File: src/rtl/gffrc_pkg.sv
package gffrc_pkg;

  // fixed field widths of the channels
  localparam int ROW_W      = 6;
  localparam int COL_W      = 6;
  localparam int IN_COLOR_W = 8;
  localparam int FILL_W     = 13;
  localparam int CFG_W      = 7;

  // defaults for the top level parameters
  localparam int DEF_MAX_ROWS   = 64;
  localparam int DEF_MAX_COLS   = 64;
  localparam int DEF_COLOR_BITS = 8;

  // register port
  localparam int APB_AW = 3;
  localparam int APB_DW = 32;
  localparam logic [CFG_W-1:0] CFG_SIZE_RESET = 7'd64;
  localparam logic REG_ROWS = 1'b0;
  localparam logic REG_COLS = 1'b1;

  // neighbor directions, in visiting order
  localparam logic [1:0] DIR_DOWN  = 2'd0;
  localparam logic [1:0] DIR_RIGHT = 2'd1;
  localparam logic [1:0] DIR_UP    = 2'd2;
  localparam logic [1:0] DIR_LEFT  = 2'd3;

  // controller to datapath
  typedef struct packed {
    logic clr_step;
    logic load_write;
    logic pass_start;
    logic flood_start;
    logic scan_next;
    logic pop_take;
    logic nb_read;
    logic nb_push;
    logic k_next;
    logic paint_start;
    logic paint_write;
    logic fill_inc;
    logic cmp_start;
    logic cmp_read;
    logic cmp_check;
    logic out_load;
  } cmd_t;

  // datapath to controller
  typedef struct packed {
    logic clr_done;
    logic in_last;
    logic scan_hit;
    logic scan_last;
    logic nb_in;
    logic nb_hit;
    logic k_last;
    logic q_empty;
    logic paint_last;
    logic out_busy;
  } stat_t;

endpackage

File: src/rtl/gffrc_ctrl.sv
module gffrc_ctrl import gffrc_pkg::*; (
  input  logic  clk,
  input  logic  rst,
  input  logic  in_valid,
  output logic  in_ready,
  input  stat_t stat,
  output cmd_t  cmd
);

  localparam logic [3:0] S_CLR      = 4'd0;
  localparam logic [3:0] S_LOAD     = 4'd1;
  localparam logic [3:0] S_SCAN_RD  = 4'd2;
  localparam logic [3:0] S_SCAN_CHK = 4'd3;
  localparam logic [3:0] S_POP      = 4'd4;
  localparam logic [3:0] S_POP_W    = 4'd5;
  localparam logic [3:0] S_NB       = 4'd6;
  localparam logic [3:0] S_NB_CHK   = 4'd7;
  localparam logic [3:0] S_NEXT     = 4'd8;
  localparam logic [3:0] S_PAINT_RD = 4'd9;
  localparam logic [3:0] S_PAINT_W  = 4'd10;
  localparam logic [3:0] S_CMP_RD   = 4'd11;
  localparam logic [3:0] S_CMP_CHK  = 4'd12;
  localparam logic [3:0] S_OUT      = 4'd13;

  logic [3:0] state, state_next;

  always_ff @(posedge clk) begin
    if (rst) state <= S_CLR;
    else state <= state_next;
  end

  // sequencing of load, scan, flood, paint and compare
  always_comb begin
    cmd        = '0;
    in_ready   = 1'b0;
    state_next = state;
    case (state)
      S_CLR: begin
        cmd.clr_step = 1'b1;
        if (stat.clr_done) state_next = S_LOAD;
      end
      S_LOAD: begin
        in_ready = 1'b1;
        if (in_valid) begin
          cmd.load_write = 1'b1;
          if (stat.in_last) begin
            cmd.pass_start = 1'b1;
            state_next     = S_SCAN_RD;
          end
        end
      end
      S_SCAN_RD: state_next = S_SCAN_CHK;
      S_SCAN_CHK: begin
        if (stat.scan_hit) begin
          cmd.flood_start = 1'b1;
          state_next      = S_POP;
        end else if (stat.scan_last) begin
          cmd.cmp_start = 1'b1;
          state_next    = S_CMP_RD;
        end else begin
          cmd.scan_next = 1'b1;
          state_next    = S_SCAN_RD;
        end
      end
      S_POP: state_next = S_POP_W;
      S_POP_W: begin
        cmd.pop_take = 1'b1;
        state_next   = S_NB;
      end
      S_NB: begin
        if (stat.nb_in) begin
          cmd.nb_read = 1'b1;
          state_next  = S_NB_CHK;
        end else if (stat.k_last) begin
          state_next = S_NEXT;
        end else begin
          cmd.k_next = 1'b1;
        end
      end
      S_NB_CHK: begin
        cmd.nb_push = stat.nb_hit;
        if (stat.k_last) begin
          state_next = S_NEXT;
        end else begin
          cmd.k_next = 1'b1;
          state_next = S_NB;
        end
      end
      S_NEXT: begin
        if (stat.q_empty) begin
          cmd.paint_start = 1'b1;
          state_next      = S_PAINT_RD;
        end else begin
          state_next = S_POP;
        end
      end
      S_PAINT_RD: state_next = S_PAINT_W;
      S_PAINT_W: begin
        cmd.paint_write = 1'b1;
        if (stat.paint_last) begin
          cmd.fill_inc = 1'b1;
          if (stat.scan_last) begin
            cmd.cmp_start = 1'b1;
            state_next    = S_CMP_RD;
          end else begin
            cmd.scan_next = 1'b1;
            state_next    = S_SCAN_RD;
          end
        end else begin
          state_next = S_PAINT_RD;
        end
      end
      S_CMP_RD: begin
        cmd.cmp_read = 1'b1;
        state_next   = S_CMP_CHK;
      end
      S_CMP_CHK: begin
        cmd.cmp_check = 1'b1;
        if (stat.scan_last) begin
          state_next = S_OUT;
        end else begin
          cmd.scan_next = 1'b1;
          state_next    = S_CMP_RD;
        end
      end
      S_OUT: begin
        if (!stat.out_busy) begin
          cmd.out_load = 1'b1;
          state_next   = S_LOAD;
        end
      end
      default: state_next = S_CLR;
    endcase
  end

`ifndef SYNTH
  a_last_stops_input: assert property (@(posedge clk) disable iff (rst)
    (in_valid && in_ready && stat.in_last) |=> !in_ready)
    else $error("word taken during fill pass");
  a_scan_step_once: assert property (@(posedge clk) disable iff (rst)
    $onehot0({cmd.scan_next, cmd.cmp_start, cmd.flood_start}))
    else $error("conflicting scan commands");
  a_load_only_idle: assert property (@(posedge clk) disable iff (rst)
    (state != S_LOAD) |-> !cmd.load_write)
    else $error("cell written outside of loading");
`endif

endmodule

File: config.mk
export PLATFORM = sky130hd
export DESIGN_NAME = gffrc_ctrl
export DESIGN_NICKNAME = d
export VERILOG_FILES = /design/src/rtl/gffrc_pkg.sv /design/src/rtl/gffrc_ctrl.sv
export SDC_FILE = /design/constraint.sdc
export NUM_CORES = 1
export LEC_CHECK = 0
export BUFFER_PORTS_ARGS = -buffer_cell sky130_fd_sc_hd__clkbuf_2
export CORE_MARGIN = 3
export CORE_UTILIZATION = 40
export CTS_BUF_LIST = sky130_fd_sc_hd__clkbuf_4
export DETAILED_ROUTE_END_ITERATION = 7
export PLACE_DENSITY = 0.8
export SLEW_MARGIN = 10
export SYNTH_ARGS = -nofsm -noshare
export SYNTH_HDL_FRONTEND = slang
export SYNTH_SLANG_ARGS = --single-unit
export TNS_END_PERCENT = 100
File: constraint.sdc
create_clock -name clk -period 1.4 [get_ports clk]
set_input_delay 0.28 -clock clk [delete_from_list [all_inputs] [get_ports clk]]
set_output_delay 0.28 -clock clk [all_outputs]
set_load 0.1 [all_outputs]
==> summary.md, run 1 <==
| Metric | Value |
|---|---|
| Synth top cells by count | 11 x nor2_1, 8 x nor2b_1, 5 x inv_1, 5 x nand2_1, 4 x dfxtp_1 |
| Initial Util | 45.3% |
| First error | [ERROR DPL-0038] Utilization greater than 100%, impossible to legalize |
| Post-synthesis async set-or-reset flop share | 0% |
| Rows | 13 |
| Share of the synthesized area in the top cell type | 12.6% |
| Status | stopped before the end |
| Ys flop type | dfxtp_1 |
| Seq/Total Area, Yosys | 12.6% |
| Post-synthesis cell count | 88 |
| Post-synthesis register bit count | 4 |
| Mean Syn Cell Area | 7.19 µm² |
| Halt Stage | detailed placement |
| Width of the die | 45.8 µm |
| Synth cell types | 43 |
| Cell taking the most area after synthesis | dfxtp_1 |
| I/O Pins | 30 |
| Final RePlAce weighted congestion | 0.937 |
| IO Port Bufs | 29 |
| Number of synthesized flops with an enable pin | 0 |
| Die Height | 45.8 µm |
| Synth top area cells | dfxtp_1 13%, nor2b_1 7.9%, nor2_1 6.5%, a21o_1 3.6%, buf_6 3.6% |
| Most frequent cell after synthesis | nor2_1 |
| Syn Nets | 101 |
| Mapped Area | 633 µm² |
| Warnings from Yosys | 0 |
through the flow:
step              TNS [ps]  cell area (µm²)
floorplan           -10090              846
global placement     -1250             1450
logic make-up after synthesis:
| family | Yosys count | share of synthesized area, % |
|---|---|---|
| simple gates | 48 | 45.7 |
| compound gates | 24 | 31.0 |
| buf+inv | 12 | 10.7 |
| flops | 4 | 12.6 |
==> run 2, diff against run 1 <==
CORE_AREA = 3 3 64 66   (was default)
CORE_MARGIN = default   (was 3)
CORE_UTILIZATION = default   (was 40)
CTS_BUF_LIST = default   (was sky130_fd_sc_hd__clkbuf_4)
DIE_AREA = 0 0 67 69   (was default)
PLACE_DENSITY = default   (was 0.8)
PLACE_DENSITY_LB_ADDON = 0.15   (was default)
clock period = 1.8 ns   (was 1.4 ns; I/O delays follow)
==> summary.md, run 2 <==
| Metric | Value |
|---|---|
| Initial antenna violation count | 0 |
| Post-synthesis cell count | 88 (unchanged) |
| Global-route wire length before repair | 3.86 mm |
| Maximum clock insertion buffer count | 2 |
| Residual DRC count | 0 |
| Maximum vdd drop | 0.000490 V |
| Worst setup endpoint | cmd[13] |
| Final RePlAce weighted congestion | 0.804 (-14%) |
| Setup Skew | 1.06 ps |
| Initial DRT Pass Iterations | 4 |
| Synth cell types | 43 (unchanged) |
| Most frequent cell after synthesis | nor2_1 |
| Pin count of the biggest net entering global routing | 11 |
| DRT iter0 DRCs | 33 |
| Hpwl dp | 1.87 mm |
| # clock sinks | 4 |
| WS Path Type | register to output port |
| Commonest non-fill, non-tap cell in the layout | buf_12 |
| Max Cap Viol | 0 |
| Rows | 22 (+9) |
| Clock Root Buffer | clkbuf_8 |
| Setup crit start kind | register |
| Post-synthesis async set-or-reset flop share | 0% (unchanged) |
| Worst reg-to-reg setup slack | 200 ps |
| I/O Pins | 30 (unchanged) |
| HP Class | input port to register |
| WL final | 2.35 mm |
| Pwr dens | 1390 nW/µm² |
| Number of synthesized flops with an enable pin | 0 (unchanged) |
| CTS clk-pin slew, worst paths | 30 ps |
| Share of the synthesized area in the top cell type | 12.6% (unchanged) |
| GRT Overall Usage | 10.5% |
| Max Fclk | 0.564 GHz |
| Setup-failing EPs final | 0 |
| Antenna-violating nets left | 0 |
| Most frequent cells in the layout | 18 x buf_12, 15 x buf_4, 12 x clkbuf_2 |
| Post-synthesis compound-gate area fraction | 31.0% (unchanged) |
| Final worst-path cycle share | 98.5% |
| Synth top area cells | dfxtp_1 13%, nor2b_1 7.9%, nor2_1 6.5%, a21o_1 3.6%, buf_6 3.6% |
| Mean Syn Cell Area | 7.19 µm² (unchanged) |
| Mapped Area | 633 µm² (unchanged) |
| H-tree Lvls | 1 |
| Required @ worst endpoint | 1440 ps |
| Synth Area in Simple Gates | 45.7% (unchanged) |
| Main combinational cell family by area after synthesis | simple AND/OR/NAND/NOR gates |
| R2R Path Start | state[3]$_SDFFE_PP0P_ |
| Via count | 824 |
| Top flop regs | state x4 |
| Critical-path maximum fanout | 5 |
| Die Height | 69 µm (+51%) |
| Slew @ Worst Pin | 313 ps |
| DR WL/cell | 13.1 µm |
| Ys flop type | dfxtp_1 |
| Die footprint | 4620 µm² |
| Overflow left after global routing | 0 |
| FF-to-FF path depth | 4 |
| Skew-Pair Late Insertion Delay | 220 ps |
| Share of cells above drive strength 1 | 64.1% |
| Vias in the first global route | 804 |
| Width of the die | 67 µm (+46%) |
| Setup Slack @ Placement | 88.8 ps |
| Mux cell area share after synthesis | 0% (unchanged) |
| Final Slew Violations | 0 |
| Number of flip-flops in the largest register | 4 |
| Ant. Diodes | 0 |
| Largest Register | state |
| IO Port Bufs | 29 (unchanged) |
| Hold Fails Final Rpt | 0 |
| Core area | 3630 µm² |
| Synth top cells by count | 11 x nor2_1, 8 x nor2b_1, 5 x inv_1, 5 x nand2_1, 4 x dfxtp_1 |
| Leakage power | 0.000552 µW |
| Nets | 146 |
| Seq/Total Area, Yosys | 12.6% (unchanged) |
| Cell taking the most area after synthesis | dfxtp_1 |
| Post-synthesis register bit count | 4 (unchanged) |
| Worst Setup SP | state[1]$_SDFFE_PP0P_ |
| Synth Area in XOR/XNOR | 0% (unchanged) |
| Arrival time worst endpoint | 1410 ps |
| CTS tree | done |
| Rel. slew slack | 79.1% |
| Status | completed |
| Num CTS Buffers | 3 |
| DR vias/cell | 4.60 |
| Warnings from Yosys | 0 (unchanged) |
| Final core occ | 39.5% |
| Final worst slack | 27.7 ps |
| Layout area overhead | 126% |
| Post-Synth Adder-Cell Area | 0% (unchanged) |
| Initial Util | 17.4% (-28 points) |
| Fin crit period | 1770 ps |
| Worst R2R End | state[3]$_SDFFE_PP0P_ |
| CP Capture Type | output port |
| Syn Nets | 101 (unchanged) |
| Unrepaired setup endpoints after global routing | true |
run 2: cell counts after synthesis:
No cell type changed its count.
run 2: cells by family (layout without fill, tap and decap cells):
kind of cell / after synthesis / count (layout)
AOI/OAI and AO/OA: 24 / 24
buffers and inverters: 12 / 55
DFF: 4 / 4
and+or+nand+nor: 48 / 48
run 2: layout make-up:
class	count	area [µm²]
Fill cell	380	2200
Multi-Input combinational cell	72	649
Timing Repair Buffer	47	569
Sequential cell	4	95.1
Tap cell	48	60.1
Clock buffer	3	41.3
Inverter	5	18.8
run 2: through the flow:
stage	area [µm²]	hold WS [ps]	instances	TNS (ps)	total power [µW]
global placement	1280	591	169	0	1690
floorplan	801	422	88	-4670	1270
finish	1430	354	179	0	1990
detailed placement	1280	597	169	0	1690
global route	1430	369	179	-48.5	2100
CTS	1350	354	174	-18.3	1920
run 2: where the power goes:
group          internal (µW)  leakage [µW]  switching (µW)  total, µW
clock network            143     0.0000216            47.9        191
registers                140     0.0000356            85.1        225
logic                    688      0.000495             891       1580
total                    970      0.000552            1020       1990
run 2: worst min-delay path by stage:
stage / start / endpoint / slack (ps) / cells past startpoint
3_3_place_gp: rst / state[2]$_SDFFE_PP0P_ / 590 / 2
3_5_place_dp: rst / state[2]$_SDFFE_PP0P_ / 600 / 2
6_report: rst / state[2]$_SDFFE_PP0P_ / 350 / 2
5_1_grt: rst / state[2]$_SDFFE_PP0P_ / 370 / 2
4_1_cts: rst / state[2]$_SDFFE_PP0P_ / 350 / 2
2_1_floorplan: rst / state[2]$_SDFFE_PP0P_ / 420 / 1
run 2: critical path, stage by stage, from the launching register on:
cell and delay, ps:
dfxtp_4 350, buf_6 120, nor4b_4 300, and3_4 250
buf_12 170
run 2: metal layers:
metal | GRT usage [%] | wire length, µm | vias up
met1 | 13.9 | 991 | 380
met4 | 5.41 | 28 | 0
li1 | - | - | 413
met5 | 0 | 0 | -
met3 | 0.163 | 85 | 3
met2 | 17.1 | 1250 | 28
run 2: timing repair:
item                       CTS  global route
cloned                       0             1
setup endpoints to repair   12            12
hold buffers                 0             0
gates resized for setup      5             9
buffers inserted             2             4
pin swaps                    5             6
Power figures use the tool's default switching activity.
==> run 3, diff against run 2 <==
ABC_AREA = 1   (was default)
==> summary.md, run 3 <==
| Metric | Value |
|---|---|
| Post-synthesis cell count | 111 (+26%) |
| Number of flip-flops in the largest register | 4 (unchanged) |
| # clock sinks | 4 (unchanged) |
| Max Fclk | 0.570 GHz (+1.0%) |
| Layout area overhead | 139% |
| DRT iter0 DRCs | 26 (-21%) |
| Setup crit start kind | register |
| Rel. slew slack | 81.3% (+2.2 points) |
| Setup Skew | 0.167 ps (-0.896 ps) |
| Core area | 3630 µm² (unchanged) |
| Mean Syn Cell Area | 5.03 µm² (-30%) |
| Pint | 452 µW (-53%) |
| Met1 usage | 11.7% (-2.2 points) |
| Pin count of the biggest net entering global routing | 9 (-2) |
| Hold_buf cts | 0 (unchanged) |
| Fill cell count | 383 (+0.79%) |
| Global-route wire length before repair | 3.66 mm (-5.2%) |
| M2 GR Usage | 17.9% (+0.76 points) |
| Final RePlAce weighted congestion | 0.800 (-0.47%) |
| Clock share of power | 23.3% (+14 points) |
| Rows | 22 (unchanged) |
| Worst reg-to-reg setup slack | 100 ps (-100 ps) |
| Number of synthesized flops with an enable pin | 0 (unchanged) |
| Synth top area cells | nand2_1 18%, dfxtp_1 14%, inv_1 14%, nand3_1 11%, nor2_1 11% |
| Syn Nets | 124 (+23%) |
| Critical-path maximum fanout | 6 (+1) |
| Synth cell types | 20 (-53%) |
| Die Height | 69 µm (unchanged) |
| Antenna-violating nets left | 0 (unchanged) |
| Status | completed |
| CTS clk-pin slew, worst paths | 30 ps (about the same) |
| Final worst-path cycle share | 97.5% (-0.98 points) |
| Via count | 838 (+1.7%) |
| CTS tree | done |
| R2R Path Start | state[1]$_SDFFE_PP0P_ |
| Required @ worst endpoint | 1440 ps (about the same) |
| Initial DRT Pass Iterations | 4 (unchanged) |
| Design Power | 861 µW (-57%) |
| Worst Hold Launch | rst |
| IO Port Bufs | 29 (unchanged) |
| Ys flop type | dfxtp_1 |
| GR Util met3 | 2.61% (+2.4 points) |
| Hpwl dp | 1.80 mm (-3.7%) |
| Skew-Pair Late Insertion Delay | 220 ps (about the same) |
| HP Class | input port to register |
| Flop pwr share | 14.6% (+3.3 points) |
| Pwr dens | 644 nW/µm² (-54%) |
| Net switching power | 408 µW (-60%) |
| Residual DRC count | 0 (unchanged) |
| Maximum clock insertion buffer count | 2 (unchanged) |
| Most frequent cells in the layout | 22 x nand2_1, 19 x inv_1, 17 x buf_12 |
| Worst path cell trace | inv_2 > nor2_4 > nand3_2 > nand2_2 > inv_2 > o22ai_4 > buf_12 |
| Nets | 173 (+18%) |
| Final Slew Violations | 0 (unchanged) |
| CP Capture Type | output port |
| Vias in the first global route | 878 (+9.2%) |
| Leakage power | 0.000691 µW (+25%) |
| Seq/Total Area, Yosys | 14.3% (+1.7 points) |
| Largest Register | state |
| Crit-path max cell delay | 410 ps (+60 ps) |
| GRT Overall Usage | 10.0% (-0.51 points) |
| Most frequent cell after synthesis | nand2_1 |
| Clock Root Buffer | clkbuf_8 |
| Maximum vdd drop | 0.000470 V (-4.0%) |
| Arrival time worst endpoint | 1390 ps (-20 ps) |
| Width of the die | 67 µm (unchanged) |
| WL final | 2.14 mm (-9.1%) |
| Worst Setup SP | state[3]$_SDFFE_PP0P_ |
| Top Usage Layer GRT | met2 |
| Slowest stage cell, crit path | dfxtp_4 |
| Mapped Area | 558 µm² (-12%) |
| WS Path Type | register to output port |
| Net Sw Frac | 47.5% (-3.9 points) |
| Num CTS Buffers | 3 (unchanged) |
| Initial Util | 15.4% (-2.1 points) |
| Share of cells above drive strength 1 | 52.8% (-11 points) |
| Cell taking the most area after synthesis | nand2_1 |
| Post-synthesis async set-or-reset flop share | 0% (unchanged) |
| Hold Fails Final Rpt | 0 (unchanged) |
| Cell mode on critical path | inv_2 |
| Synth top cells by count | 27 x nand2_1, 21 x inv_1, 16 x nor2_1, 12 x nand3_1, 6 x inv_2 |
| Ant. Diodes | 0 (unchanged) |
| Post-synthesis register bit count | 4 (unchanged) |
| Combinational Power Share | 62.2% (-17 points) |
| Top flop regs | state x4 |
| H-tree Lvls | 1 (unchanged) |
| Max Cap Viol | 0 (unchanged) |
| Setup-failing EPs final | 0 (unchanged) |
| Share of the synthesized area in the top cell type | 18.2% (+5.5 points) |
| Warnings from Yosys | 0 (unchanged) |
| DR vias/cell | 4.05 (-12%) |
| Unrepaired setup endpoints after global routing | true |
| Overflow left after global routing | 0 (unchanged) |
| Fin crit period | 1750 ps (-17.6 ps) |
| I/O Pins | 30 (unchanged) |
| DR WL/cell | 10.3 µm (-21%) |
| Commonest non-fill, non-tap cell in the layout | nand2_1 |
| Slew @ Worst Pin | 279 ps (-34.0 ps) |
| Initial antenna violation count | 0 (unchanged) |
| Setup TNS | 0 ps (unchanged) |
| Die footprint | 4620 µm² (unchanged) |
run 3: cell types whose count changed after synthesis, sizes merged, moves of 3 or more:
cell / change
nand2b: -3
nor2b: -8
nor2: +10
inv: +22
o21ai: +3
buf: -5
nand2: +22
a21o: -3
nand3: +12
run 3: final timing paths:
path                            to  depth (start not counted)
max                        cmd[11]                          7
min          state[0]$_SDFFE_PP0P_                          2
max reg2reg  state[1]$_SDFFE_PP0P_                         13
min reg2reg  state[3]$_SDFFE_PP0P_                          4
run 3: metal layers:
metal / vias up / share of wire, % / wire length [µm]
li1: 437 / - / -
met1: 382 / 42 / 902
met2: 19 / 54 / 1150
met3: 0 / 4.2 / 90
met4: 0 / 0 / 0
met5: - / 0 / 0
run 3: power groups by stage:
| stage | Clock, µW | Sequential [µW] | Combinational [µW] |
|---|---|---|---|
| floorplan | 0 | 110 | 339 |
| global placement | 0 | 121 | 492 |
| detailed placement | 0 | 122 | 493 |
| CTS | 208 | 119 | 520 |
| global route | 216 | 128 | 571 |
| finish | 200 | 125 | 535 |
run 3: critical path: cells and delay by family (launching register included):
family	cells	cell delay, ps
AOI/OAI and AO/OA	1	140
buffers and inverters	3	310
DFF	1	410
and+or+nand+nor	3	310
run 3: logic make-up (layout without fill, tap and decap cells):
family	after synthesis	after routing	synth area share, %
buf+inv	28	76	19.1
simple gates	69	69	57.4
compound gates	10	10	9.19
flops	4	4	14.4
run 3: final cells by class:
class	instances	area, µm²	area share, %
timing repair buffer	45	528	39.5
multi-input combinational	79	502	37.5
inverter	27	106	7.96
sequential	4	95.1	7.12
tap	48	60.1	4.49
clock buffer	4	45.0	3.37
run 3: timing repair:
action,4_1_cts,5_1_grt
buffers inserted,9,3
gates resized for setup,6,8
cloned,0,0
pin swaps,4,5
endpoints found under the setup margin,8,7
run 3: metrics by stage:
stage / hold slack (ps) / area [µm²] / setup slack [ps] / std cells / util [%]
2_1_floorplan: 419 / 674 / -648 / 111 / -
3_3_place_gp: 569 / 1160 / 140 / 191 / 31.9
3_5_place_dp: 568 / 1160 / 134 / 191 / 31.9
4_1_cts: 335 / 1290 / 12.1 / 204 / 35.5
5_1_grt: 353 / 1340 / -50.5 / 207 / 36.8
6_report: 345 / 1340 / 45.3 / 207 / 36.8
==> run 4, diff against run 3 <==
CELL_PAD_IN_SITES_DETAIL_PLACEMENT = 0   (was default)
CELL_PAD_IN_SITES_GLOBAL_PLACEMENT = 1   (was default)
==> summary.md, run 4 (same netlist as run 3, synthesis figures left out) <==
| Metric | Value |
|---|---|
| Top flop regs | state x4 |
| Setup crit start kind | register |
| Most frequent cells in the layout | 23 x nand2_1, 18 x inv_1, 17 x buf_12 |
| Final worst slack | 38.4 ps (-6.93 ps) |
| Rel. slew slack | 80.4% (-0.87 points) |
| Net Sw Frac | 47.4% (about the same) |
| Combinational Power Share | 61.5% (-0.7 points) |
| Maximum vdd drop | 0.000642 V (+36%) |
| WL final | 2.15 mm (+0.47%) |
| Unrepaired setup endpoints after global routing | true |
| Final RePlAce weighted congestion | 0.809 (+1.1%) |
| Die Height | 69 µm (unchanged) |
| Global-route wire length before repair | 3.79 mm (+3.4%) |
| Pin count of the biggest net entering global routing | 9 (unchanged) |
| Num CTS Buffers | 3 (unchanged) |
| DR WL/cell | 10.5 µm (+1.9%) |
| Share of cells above drive strength 1 | 52.6% (-0.27 points) |
| Placed insts | 194 (+1.6%) |
| Critical-path maximum fanout | 5 (-1) |
| Initial antenna violation count | 0 (unchanged) |
| Nets | 170 (-1.7%) |
| Max Cap Viol | 0 (unchanged) |
| Pwr dens | 655 nW/µm² (+1.8%) |
| Layout area overhead | 136% |
| Slew @ Worst Pin | 292 ps (+13.0 ps) |
| Worst Hold Launch | rst |
| R2R Path Start | state[0]$_SDFFE_PP0P_ |
| CP Capture Type | output port |
| Net switching power | 410 µW (+0.34%) |
| HP Class | input port to register |
| Antenna-violating nets left | 0 (unchanged) |
| Status | completed |
| Flop pwr share | 15.1% (+0.5 points) |
| Worst reg-to-reg setup slack | 370 ps (+270 ps) |
| Overflow left after global routing | 0 (unchanged) |
| IO Port Bufs | 29 (unchanged) |
| Setup Skew | 2.38 ps (+2.21 ps) |
| Ant. Diodes | 0 (unchanged) |
| Residual DRC count | 0 (unchanged) |
| Largest Register | state |
| Final worst-path cycle share | 97.9% (+0.38 points) |
| Required @ worst endpoint | 1440 ps (about the same) |
| Hold path cells | 2 (unchanged) |
| Skew-Pair Late Insertion Delay | 220 ps (about the same) |
| Vias in the first global route | 806 (-8.2%) |
| Initial DRT Pass Iterations | 4 (unchanged) |
| Hold Fails Final Rpt | 0 (unchanged) |
| Hold endpoint | state[0]$_SDFFE_PP0P_ |
| GRT Overall Usage | 10.3% (+0.30 points) |
| Fin crit period | 1760 ps (+6.93 ps) |
| Worst R2R End | state[3]$_SDFFE_PP0P_ |
| Number of flip-flops in the largest register | 4 (unchanged) |
| CTS clk-pin slew, worst paths | 30 ps (about the same) |
| Pint | 454 µW (+0.49%) |
| Max Fclk | 0.568 GHz (-0.39%) |
| Final core occ | 36.3% (-0.48 points) |
| # clock sinks | 4 (unchanged) |
| Clock Root Buffer | clkbuf_8 |
| Maximum clock insertion buffer count | 2 (unchanged) |
| Setup-failing EPs final | 0 (unchanged) |
| Hpwl dp | 1.94 mm (+7.6%) |
| Setup Slack @ Placement | 108 ps (-26.3 ps) |
| Via count | 828 (-1.2%) |
| Worst Setup SP | state[2]$_SDFFE_PP0P_ |
| DR vias/cell | 4.06 (+0.26%) |
| FF-to-FF path depth | 9 (-4) |
| Clock share of power | 23.3% (about the same) |
| CTS tree | done |
| Final Slew Violations | 0 (unchanged) |
| Die footprint | 4620 µm² (unchanged) |
| Rows | 22 (unchanged) |
| WS Path Type | register to output port |
| DRT iter0 DRCs | 23 (-12%) |
| Arrival time worst endpoint | 1400 ps (about the same) |
| Hold_buf cts | 0 (unchanged) |
| Commonest non-fill, non-tap cell in the layout | nand2_1 |
| Leakage power | 0.000670 µW (-3.0%) |
| Final Non-Filler Cells | 204 (-1.4%) |
| Width of the die | 67 µm (unchanged) |
| H-tree Lvls | 1 (unchanged) |
| Core area | 3630 µm² (unchanged) |
| I/O Pins | 30 (unchanged) |
| Initial Util | 15.4% (unchanged) |
| Setup TNS | 0 ps (unchanged) |
## run 4: changes by cell type in the layout (fill, tap and decap cells not counted)
cell,change
buf_4,-3
inv_1,-1
inv_4,+1
nand2_1,+1
nand2_2,-1
nand3_1,-1
nand3_2,+1
## run 4: timing repair
action / CTS / global route
setup buffers: 1 / 5
resized for setup: 7 / 9
pin swaps: 1 / 8
setup endpoints to repair: 6 / 7
## run 4: critical path, stage by stage (launching register included)
cell,delay [ps]
dfxtp_4,370
nor2_4,200
inv_4,70
nor2_4,140
o21ai_2,80
o22ai_4,120
buf_12,190
## run 4: metal layers
metal,vias to the layer above,share of wire (%),global-route usage (%),wire [µm]
met2,19,51,17.0,1110
met5,-,0,0,0
met4,0,0.42,1.35,9
met3,4,4.2,2.61,91
met1,370,44,13.7,941
li1,435,-,-,-
## run 4: through the flow
| step | total power (µW) | hold slack (ps) | area [µm²] |
|---|---|---|---|
| finish | 864 | 339 | 1320 |
| global route | 915 | 354 | 1320 |
| CTS | 840 | 342 | 1250 |
| detailed placement | 630 | 570 | 1180 |
| global placement | 633 | 567 | 1180 |
| floorplan | 449 | 419 | 674 |
## run 4: area by class of cell
class	instances	area, µm²
fill	400	2310
timing repair buffer	42	505
multi-input combinational	79	504
inverter	27	109
sequential	4	95.1
tap	48	60.1
clock buffer	4	45.0
## run 4: worst max-delay path by stage
stage	end	slack, ps
2_1_floorplan	cmd[11]	-650
3_3_place_gp	cmd[11]	150
3_5_place_dp	cmd[11]	110
4_1_cts	cmd[11]	9
5_1_grt	cmd[11]	-50
6_report	cmd[11]	40
## run 4: power by group through the flow
stage	Sequential [µW]	Clock (µW)	Combinational (µW)
floorplan	110	0	339
global placement	122	0	511
detailed placement	123	0	507
CTS	125	203	512
global route	133	216	566
finish	131	202	532
